`src/rtl/dle_byte_stuff_framer_unit_assert.svh`:
```
// ----------------------------------------------------------------------------
// dle_byte_stuff_framer_unit_assert.svh
// Assertion macros for the DLE framer.
// ----------------------------------------------------------------------------
`ifndef DLE_BYTE_STUFF_FRAMER_UNIT_ASSERT_SVH
`define DLE_BYTE_STUFF_FRAMER_UNIT_ASSERT_SVH

// same-cycle implication, disabled in reset
`define DBSF_ASSERT_NOW(label, ante, cons, msg) \
  label: assert property (@(posedge clk) disable iff (!rst_n) (ante) |-> (cons)) \
    else $error(msg);

// next-cycle implication, disabled in reset
`define DBSF_ASSERT_NEXT(label, ante, cons, msg) \
  label: assert property (@(posedge clk) disable iff (!rst_n) (ante) |=> (cons)) \
    else $error(msg);

`endif

```
`src/rtl/dlebsf_pkg.sv`:
```
// ----------------------------------------------------------------------------
// dlebsf_pkg
// Types and constants for the DLE/STX/ETX byte-stuffing framer.
// ----------------------------------------------------------------------------
package dlebsf_pkg;

  localparam logic [7:0] DLE_BYTE = 8'h10;
  localparam logic [7:0] STX_BYTE = 8'h02;
  localparam logic [7:0] ETX_BYTE = 8'h03;

  // line byte sequence for one input word
  localparam logic [2:0] STEP_HDR_DLE = 3'd0;
  localparam logic [2:0] STEP_HDR_STX = 3'd1;
  localparam logic [2:0] STEP_STUFF   = 3'd2;
  localparam logic [2:0] STEP_DATA    = 3'd3;
  localparam logic [2:0] STEP_TRL_DLE = 3'd4;
  localparam logic [2:0] STEP_TRL_ETX = 3'd5;
  localparam logic [2:0] STEP_CSUM    = 3'd6;

  typedef struct packed {
    logic [7:0] payload_byte;
    logic       first_of_message;
    logic       last_of_message;
  } in_t;

  typedef struct packed {
    logic [7:0] line_byte;
    logic       last_of_run;
    logic       frame_done;
  } out_t;

endpackage

```
`src/rtl/dle_byte_stuff_framer_unit.sv`:
```
// ----------------------------------------------------------------------------
// dle_byte_stuff_framer_unit
// Path: an accepted word is held in the word register (item_r); its line
// bytes leave through the single output byte register, one line byte per
// cycle while out_stall is low. A word gives 1 to 7 line bytes (1 for a
// plain byte, 2 when stuffed, up to 7 for a one-byte message).
// Reset: clears the word/output valid flags and the running checksum.
// ----------------------------------------------------------------------------
`include "dle_byte_stuff_framer_unit_assert.svh"

module dle_byte_stuff_framer_unit
  import dlebsf_pkg::*;
(
  input  logic clk,
  input  logic rst_n,
  input  logic in_valid,
  output logic in_stall,
  input  in_t  in_item,
  output logic out_valid,
  input  logic out_stall,
  output out_t out_item
);

  logic       item_valid_r;
  in_t        item_r;
  logic [2:0] step_r;
  logic [2:0] step_nxt;
  logic [7:0] sum_r;
  logic [7:0] sum_nxt;
  logic       out_valid_r;
  out_t       out_r;

  logic       out_free;
  logic       emit;
  logic       is_final;
  logic       take_in;
  logic [7:0] byte_sel;
  logic [2:0] start_step;

  assign out_free = !out_valid_r || !out_stall;
  assign emit     = item_valid_r && out_free;
  assign is_final = (step_r == STEP_CSUM) ||
                    ((step_r == STEP_DATA) && !item_r.last_of_message);
  assign in_stall = item_valid_r && !(emit && is_final);
  assign take_in  = in_valid && !in_stall;

  always_comb begin
    if (in_item.first_of_message) begin
      start_step = STEP_HDR_DLE;
    end else if (in_item.payload_byte == DLE_BYTE) begin
      start_step = STEP_STUFF;
    end else begin
      start_step = STEP_DATA;
    end
  end

  always_comb begin
    case (step_r)
      STEP_HDR_DLE: byte_sel = DLE_BYTE;
      STEP_HDR_STX: byte_sel = STX_BYTE;
      STEP_STUFF:   byte_sel = DLE_BYTE;
      STEP_DATA:    byte_sel = item_r.payload_byte;
      STEP_TRL_DLE: byte_sel = DLE_BYTE;
      STEP_TRL_ETX: byte_sel = ETX_BYTE;
      STEP_CSUM:    byte_sel = sum_r;
      default:      byte_sel = item_r.payload_byte;
    endcase
  end

  always_comb begin
    case (step_r)
      STEP_HDR_DLE: step_nxt = STEP_HDR_STX;
      STEP_HDR_STX: step_nxt = (item_r.payload_byte == DLE_BYTE) ? STEP_STUFF : STEP_DATA;
      STEP_STUFF:   step_nxt = STEP_DATA;
      STEP_DATA:    step_nxt = STEP_TRL_DLE;
      STEP_TRL_DLE: step_nxt = STEP_TRL_ETX;
      STEP_TRL_ETX: step_nxt = STEP_CSUM;
      default:      step_nxt = STEP_CSUM;
    endcase
  end

  // header restarts the sum; checksum clears it
  always_comb begin
    case (step_r)
      STEP_HDR_DLE: sum_nxt = DLE_BYTE;
      STEP_CSUM:    sum_nxt = 8'h00;
      default:      sum_nxt = sum_r + byte_sel;
    endcase
  end

  always_ff @(posedge clk) begin
    if (!rst_n) begin
      item_valid_r <= 1'b0;
      sum_r        <= 8'h00;
      out_valid_r  <= 1'b0;
    end else begin
      if (take_in) begin
        item_valid_r <= 1'b1;
      end else if (emit && is_final) begin
        item_valid_r <= 1'b0;
      end
      if (emit) begin
        sum_r <= sum_nxt;
      end
      if (out_free) begin
        out_valid_r <= emit;
      end
    end
  end

  always_ff @(posedge clk) begin
    if (take_in) begin
      item_r <= in_item;
      step_r <= start_step;
    end else if (emit) begin
      step_r <= step_nxt;
    end
    if (emit) begin
      out_r.line_byte   <= byte_sel;
      out_r.last_of_run <= is_final;
      out_r.frame_done  <= (step_r == STEP_CSUM);
    end
  end

  assign out_valid = out_valid_r;
  assign out_item  = out_r;

  `DBSF_ASSERT_NOW(a_csum_ends_run, out_valid_r && out_r.frame_done, out_r.last_of_run,
                   "checksum byte not last of run")
  `DBSF_ASSERT_NEXT(a_hdr_restarts_sum, emit && (step_r == STEP_HDR_DLE), sum_r == DLE_BYTE,
                    "header did not restart sum")
  `DBSF_ASSERT_NEXT(a_csum_clears_sum, emit && (step_r == STEP_CSUM), sum_r == 8'h00,
                    "sum not cleared after checksum")
  `DBSF_ASSERT_NEXT(a_stuff_then_data, emit && (step_r == STEP_STUFF),
                    item_valid_r && (step_r == STEP_DATA), "stuffing byte not followed by data")

endmodule
```
`config.mk`:
```
export PLATFORM = sky130hd
export DESIGN_NAME = dle_byte_stuff_framer_unit
export DESIGN_NICKNAME = d
export VERILOG_FILES = /design/src/rtl/dlebsf_pkg.sv /design/src/rtl/dle_byte_stuff_framer_unit.sv
export VERILOG_INCLUDE_DIRS = /design/src /design/src/rtl
export SDC_FILE = /design/constraint.sdc
export NUM_CORES = 1
export LEC_CHECK = 0
export ABC_AREA = 1
export BUFFER_PORTS_ARGS = -buffer_cell sky130_fd_sc_hd__buf_4
export CAP_MARGIN = 20
export CORE_UTILIZATION = 30
export DETAILED_ROUTE_END_ITERATION = 10
export SLEW_MARGIN = 5
export SYNTH_ARGS = -nofsm -noshare
export SYNTH_HDL_FRONTEND = slang
export SYNTH_SLANG_ARGS = --single-unit
```
`constraint.sdc`:
```
create_clock -name clk -period 1.95 [get_ports clk]
set_input_delay 0.2925 -clock clk [delete_from_list [all_inputs] [get_ports clk]]
set_output_delay 0.2925 -clock clk [all_outputs]
set_load 0.005 [all_outputs]
```
==> results by group, run 1 <==
Floorplan
  – Full die area: roughly 6100 um^2
  – Initial Utilization: 31.2%
  – Row count: 27
  – Core Area: between 5000 and 6000 um^2
  – Die Y: 77.9 um
  – Top Ports: 26
  – DIE WIDTH: 77.9 um

Power
  – Internal: ~1.4 mW
  – Combinational share of power: 34.5%
  – Leakage: 1.13 nW
  – Flop pwr share: 41.8%
  – Sw frac: 30.2%
  – Net switching power: 0.618 mW
  – Clock power frac: 23.7%
  – Pwr Density: around 790 nW/um^2
  – Peak supply drop: 376 uV

Routing
  – First drt pass iteration count: 4
  – Antenna-violating nets left: 0
  – WL per Instance: around 13 um
  – Initial DRC Count: 93
  – Vias post-DR: 1529
  – WL final: 4220 um
  – Vias/cell: 4.66
  – DRC viols: 0

Worst setup path
  – CP Class: flip-flop to flip-flop
  – Critical Path Sink Type: flip-flop
  – Crit-path cells: nand2_4 -> buf_6 -> inv_8 -> a22o_4 -> ha_4 -> buf_4 -> nand2_1 -> inv_1 -> nand4_1 -> nand3_1 -> nand2_1 -> nand3_2 -> a21oi_2
  – CP max-delay cell: edfxtp_1
  – CP most frequent cell: nand2_1
  – Critical path buffers and inverters: 4
  – Setup crit start kind: flip-flop
  – CP arrival: between 2000 and 2500 ps
  – Critical-path maximum fanout: 5
  – CP required: 2120 ps
  – CP max stage delay: 510 ps
  – CP top delay family: simple AND/OR/NAND/NOR gates

Finish
  – Nets: 277
  – Fillers: 545
  – Layout cells sized above 1: 47.7%
  – Synth-to-Final Area Change: 50.0%
  – Layout Utilization: 46.8%
  – Leading cell type in the layout, fill and taps excluded: buf_4
  – Most frequent cells in the layout: buf_4 (58), nand2_1 (41), edfxtp_1 (22)
  – Register area: between 800 and 900 um^2
  – Ant. Diodes: 0
  – Multi-input logic area: just over 900 um^2
  – Finished Cell Area: 2590 um^2

Timing
  – Final cycle utilization of the critical path: 108%
  – Setup-failing EPs final: 8
  – Final clock skew: 13.1 ps
  – RSZ-0062 raised after global routing: yes
  – Max Clock Freq: 473 MHz
  – Slew HR: 71.7%
  – Post-layout min period: 2110 ps
  – Worst Max-Slew Pin Slew: 419 ps
  – Setup ws final: -164 ps
  – Hold_ws: 191 ps
  – Pins over their slew limit: 0
  – Final Hold Fails: 0

Synthesis
  – Post-Synthesis Net Count: 208
  – Synth Register Bits: 32
  – Sequential area share after synthesis: between 40% and 50%
  – Yosys warnings: 0
  – Async S/R FF share, synth: 0%
  – Mapped Avg Cell Area: 9.29 um^2
  – Library cells used by synthesis: 31
  – Synth Instances: roughly 190
  – Mapped cell area: 1730 um^2
  – Ys flop type: edfxtp_1
  – Post-synth EDFFs: 22

Global routing
  – Vias in the first global route: 1462
  – First-pass GRT wire length: around 6400 um
  – Pin count of the biggest net entering global routing: 13
  – Initial antenna violation count: 0
  – Global route overflow: 0
  – All-layer global routing usage: 13.8%

Clock network
  – CTS root buf: clkbuf_8
  – Clock transition at path regs: 70 ps
  – Hold_buf cts: 0
  – Clock buffer depth: 2
  – Cts bufs inserted: 5
  – TritonCTS Sinks: 32
  – Clock Latency Late Sink: 290 ps
  – CTS HTree Levels: 2
  – CTS tree: built

Place
  – Placer Congestion: about 0.8
  – DP Area: 2150 um^2
  – Post-DP HPWL: 2790 um
  – PortBufs: 25

Status
  – Status: finished, violations left
  – Failing checks: setup timing

Worst hold path
  – HP Class: primary input to flip-flop

Flow run
  – Max-cap violations: 0
## power by group through the flow
stage / Clock [mW] / Sequential (mW) / Combinational (mW)
after floorplan: 0 / 0.842 / 0.282
after global placement: 0 / 0.857 / 0.483
after detailed placement: 0 / 0.859 / 0.485
after CTS: 0.500 / 0.845 / 0.584
after global routing: 0.532 / 0.862 / 0.764
final: 0.485 / 0.856 / 0.707
## cell families after synthesis
kind of cell             share of synthesized area [%]
buffers and inverters                             8.62
AND/OR/NAND/NOR                                   24.0
flip-flops                                        49.8
AO/OA/AOI/OAI                                     10.9
XOR/XNOR                                         0.507
adder cells (fa/ha/maj)                           6.23
## sequential cells by signal, summed over array words and instances (netlist names)
signal / flops
out_item: 10
item_r: 9
sum_r: 8
step_r: 3
item_valid_r: 1
out_valid: 1
## worst register-to-register path, delay by kind of cell (launching register included)
kind | cells | cell delay (ps)
and+or+nand+nor | 6 | 570
adders and majority gates | 1 | 270
buffers and inverters | 4 | 350
AOI/OAI and AO/OA | 2 | 310
DFF | 1 | 510
## metal layers
metal,vias to the layer above,track usage [%],routed length (um)
met3,11,3.88,166
met1,712,15.3,1820
met5,-,0,0
met4,0,5.93,109
li1,772,-,-
met2,34,24.5,2130
## cell type report
class	instances	share of cell area [%]
multi-input cells	121	35.3
clock buffers	7	2.95
well taps	72	3.48
flip-flops and latches	32	33.2
repair buffers	65	19.8
clock inverters	1	0.145
inverters	30	5.02
## through the flow
step | setup WS, ps | instances | power (mW) | setup TNS, ps
after floorplan | 1.47 | 186 | 1.12 | 0
after global placement | -147 | 303 | 1.34 | -609
after detailed placement | -241 | 303 | 1.34 | -1070
after CTS | -121 | 324 | 1.93 | -379
after global routing | -252 | 328 | 2.16 | -1350
final | -164 | 328 | 2.05 | -520
## cell usage after synthesis, types with 2 or more instances
master | count | area [um^2]
nand2_1 | 44 | 165
inv_1 | 26 | 97.6
edfxtp_1 | 22 | 661
a21oi_1 | 18 | 90.1
dfxtp_1 | 10 | 200
nand3_1 | 8 | 40.0
ha_1 | 7 | 87.6
nor2_1 | 6 | 22.5
nand4_1 | 5 | 31.3
a22o_1 | 4 | 35.0
nand2_2 | 4 | 25.0
nand3_2 | 4 | 40.0
nor4_1 | 4 | 25.0
o21ai_0 | 4 | 20.0
buf_6 | 2 | 22.5
nand2_4 | 2 | 22.5
o221ai_1 | 2 | 17.5
## worst paths after layout
path	end	cells past startpoint	slack, ps	start
setup reg to reg	sum_r[6]$_SDFFE_PN0P_	13	-160	step_r[0]$_DFFE_PP_
hold reg to reg	out_valid$_SDFFE_PN0P_	2	500	out_valid$_SDFFE_PN0P_
hold / removal	item_r[0]$_DFFE_PP_	1	190	in_item[0]
setup / recovery	sum_r[6]$_SDFFE_PN0P_	13	-160	step_r[0]$_DFFE_PP_
## repair_timing
item / in CTS / in global routing
endpoints found under the setup margin: 7 / 11
pin swaps: 11 / 21
setup buffers: 13 / 5
resized for setup: 15 / 34
Power figures use the tool's default switching activity.
==> inputs of run 2 (changes only) <==
--- a/config.mk
+++ b/config.mk
@@ -7,8 +7,9 @@
 export NUM_CORES = 1
 export LEC_CHECK = 0
 export ABC_AREA = 1
-export BUFFER_PORTS_ARGS = -buffer_cell sky130_fd_sc_hd__buf_4
+export BUFFER_PORTS_ARGS = -buffer_cell sky130_fd_sc_hd__buf_2
 export CAP_MARGIN = 20
+export CORE_ASPECT_RATIO = 0.8
 export CORE_UTILIZATION = 30
 export DETAILED_ROUTE_END_ITERATION = 10
 export SLEW_MARGIN = 5
==> run 2 against run 1 <==
The run still ends with setup timing left; non-clock buffer count up 8; setup slack worse by 41 ps; global-route usage up 2.3 points; register-to-register slack worse by 40 ps; clock power about the same; cell count up 4.0%; combinational power down 4.2%; design area down 1.6%; critical endpoint unchanged.
==> results by group, run 2 (synthesis gave the netlist of run 1 again) <==
Global routing
  – First-pass GRT wire length: 7290 um (was 6350 um)
  – Initial antenna violation count: 0 (unchanged)
  – All-layer global routing usage: 16.1% (was 13.8%)
  – Vias in the first global route: 1542 (was 1462)
  – Global route overflow: 0 (unchanged)
  – Pin count of the biggest net entering global routing: 13 (unchanged)

Routing
  – First drt pass iteration count: 4 (unchanged)
  – WL per Instance: 12.4 um (was 12.9 um)
  – Initial DRC Count: 75 (was 93)
  – DRC viols: 0 (unchanged)
  – Vias post-DR: 1535 (was 1529)
  – Antenna-violating nets left: 0 (unchanged)
  – WL final: 4240 um (was 4220 um)
  – Vias/cell: 4.50 (was 4.66)

Place
  – Placer Congestion: 0.858 (was 0.797)
  – Post-DP HPWL: 2890 um (was 2790 um)
  – Placed cell count: 315 (was 303)
  – PortBufs: 25 (unchanged)

Clock network
  – CTS root buf: clkbuf_8 (unchanged)
  – CTS tree: built (unchanged)
  – TritonCTS Sinks: 32 (unchanged)
  – Cts bufs inserted: 5 (unchanged)
  – CTS HTree Levels: 2 (unchanged)
  – Clock buffer depth: 2 (unchanged)
  – Clock transition at path regs: 70 ps (about the same)
  – Clock Latency Late Sink: 290 ps (about the same)

Worst setup path
  – CP Class: flip-flop to flip-flop (unchanged)
  – Critical Path Sink Type: flip-flop (unchanged)
  – Reg2Reg Setup Slack: -200 ps (was -160 ps)
  – Reg2reg start: step_r[0]$_DFFE_PP_ (unchanged)
  – CP arrival: 2330 ps (was 2280 ps)
  – R2r worst-path depth: 12 (was 13)
  – CP max stage delay: 570 ps (was 510 ps)
  – Setup crit start kind: flip-flop (unchanged)
  – Crit-path cells: buf_4 -> o221ai_2 -> a21oi_2 -> ha_2 -> inv_2 -> fa_2 -> inv_1 -> nand4_1 -> nand3_1 -> nand2_1 -> nand3_2 -> a21oi_1 (was nand2_4 -> buf_6 -> inv_8 -> a22o_4 -> ha_4 -> buf_4 -> nand2_1 -> inv_1 -> nand4_1 -> nand3_1 -> nand2_1 -> nand3_2 -> a21oi_2)
  – CP required: 2130 ps (was 2120 ps)
  – Critical-path maximum fanout: 7 (was 5)
  – R2R Path End: sum_r[6]$_SDFFE_PN0P_ (unchanged)
  – CP max-delay cell: edfxtp_1 (unchanged)

Timing
  – Setup ws final: -205 ps (was -164 ps)
  – Post-layout min period: 2150 ps (was 2110 ps)
  – Hold_ws: 180 ps (was 191 ps)
  – Worst Max-Slew Pin Slew: 401 ps (was 419 ps)
  – Slew HR: 73.0% (was 71.7%)
  – Final Hold Fails: 0 (unchanged)
  – Setup-failing EPs final: 7 (was 8)
  – Max Clock Freq: 464 MHz (was 473 MHz)
  – Pins over their slew limit: 0 (unchanged)
  – Final cycle utilization of the critical path: 110% (was 108%)
  – Final clock skew: 5.01 ps (was 13.1 ps)
  – RSZ-0062 raised after global routing: yes (unchanged)
  – TNS Setup: -872 ps (was -520 ps)

Finish
  – Ant. Diodes: 0 (unchanged)
  – Synth-to-Final Area Change: 47.5% (was 50.0%)
  – Most frequent cells in the layout: nand2_1 (41), buf_4 (38), buf_2 (25) (was buf_4 (58), nand2_1 (41), edfxtp_1 (22))
  – Final Non-Filler Cells: 341 (was 328)
  – Layout cells sized above 1: 47.5% (was 47.7%)
  – Number of flip-flops in the largest register: 10 (unchanged)
  – Fillers: 504 (was 545)
  – Leading cell type in the layout, fill and taps excluded: nand2_1 (was buf_4)
  – Layout Utilization: 46.4% (was 46.8%)
  – Nets: 285 (was 277)

Status
  – Failing checks: setup timing (unchanged)
  – Status: finished, violations left (unchanged)

Floorplan
  – Top Ports: 26 (unchanged)
  – Core Area: 5500 um^2 (was 5540 um^2)
  – DIE WIDTH: 86.9 um (was 77.9 um)
  – Die Y: 69.9 um (was 77.9 um)
  – Full die area: 6070 um^2 (about the same)
  – Initial Utilization: 31.4% (was 31.2%)
  – Row count: 24 (was 27)

Worst hold path
  – Hold endpoint: item_r[0]$_DFFE_PP_ (unchanged)
  – HP Class: primary input to flip-flop (unchanged)
  – Hold path cells: 1 (unchanged)
  – Worst hold path startpoint: in_item[0] (unchanged)

Power
  – Total Power: 2.02 mW (was 2.05 mW)
  – Leakage: 1.14 nW (was 1.13 nW)
  – Peak supply drop: 428 uV (was 376 uV)
  – Pwr Density: 793 nW/um^2 (was 790 nW/um^2)

Flow run
  – Max-cap violations: 0 (unchanged)
## run 2: cell count changes in the layout (fill, tap and decap cells not counted), sizes merged
cell / before / now
inv: 29 / 28
clkinv: 2 / 3
buf: 65 / 73
clkbuf: 7 / 6
## run 2: final cells by class
type	instances	area [um^2]	share of cell area, %
clock buffers	6	72.6	2.85
clock inverters	1	5.00	0.196
inverters	30	123	4.81
multi-input cells	121	867	34.0
flip-flops and latches	32	861	33.8
well taps	78	97.6	3.83
repair buffers	73	523	20.5
## run 2: worst max path at each step
stage	startpoint	to	slack (ps)	cells past startpoint
after floorplan	step_r[1]$_DFFE_PP_	sum_r[6]$_SDFFE_PN0P_	1	13
after global placement	step_r[0]$_DFFE_PP_	sum_r[3]$_SDFFE_PN0P_	-220	9
after detailed placement	step_r[0]$_DFFE_PP_	sum_r[4]$_SDFFE_PN0P_	-230	11
after CTS	step_r[0]$_DFFE_PP_	sum_r[6]$_SDFFE_PN0P_	-150	13
after global routing	step_r[0]$_DFFE_PP_	sum_r[6]$_SDFFE_PN0P_	-330	13
final	step_r[0]$_DFFE_PP_	sum_r[6]$_SDFFE_PN0P_	-200	12
## run 2: timing repair
action                     4_1_cts  5_1_grt
resized for setup               30       12
gates cloned                     0        0
buffers inserted                18        4
hold buffers                     0        0
pin swaps                       11        6
setup endpoints to repair        7       11
## run 2: critical path: cells and delay by family, from the launching register on
kind	cells	cell delay, ps
compound gates	3	280
fa+ha+maj	2	570
buf+inv	3	290
flops	1	570
simple gates	4	310
## run 2: where the power goes
part / internal (mW) / leakage [nW] / switching (mW)
Clock: 0.242 / 0.0410 / 0.246
Sequential: 0.800 / 0.295 / 0.0558
Combinational: 0.369 / 0.800 / 0.308
Total: 1.41 / 1.14 / 0.610
## run 2: through the flow
| step | cell area [um^2] | setup WS (ps) |
|---|---|---|
| global placement | 2140 | -220 |
| finish | 2550 | -205 |
| floorplan | 1730 | 1.47 |
| detailed placement | 2140 | -229 |
| global route | 2550 | -327 |
| CTS | 2520 | -146 |
## run 2: layer usage
metal | GRT usage (%) | vias up | wire length [um]
li1 | - | 786 | -
met1 | 20.5 | 701 | 2020
met2 | 25.5 | 38 | 1970
met3 | 4.26 | 10 | 169
met4 | 7.04 | 0 | 81
met5 | 0 | - | 0
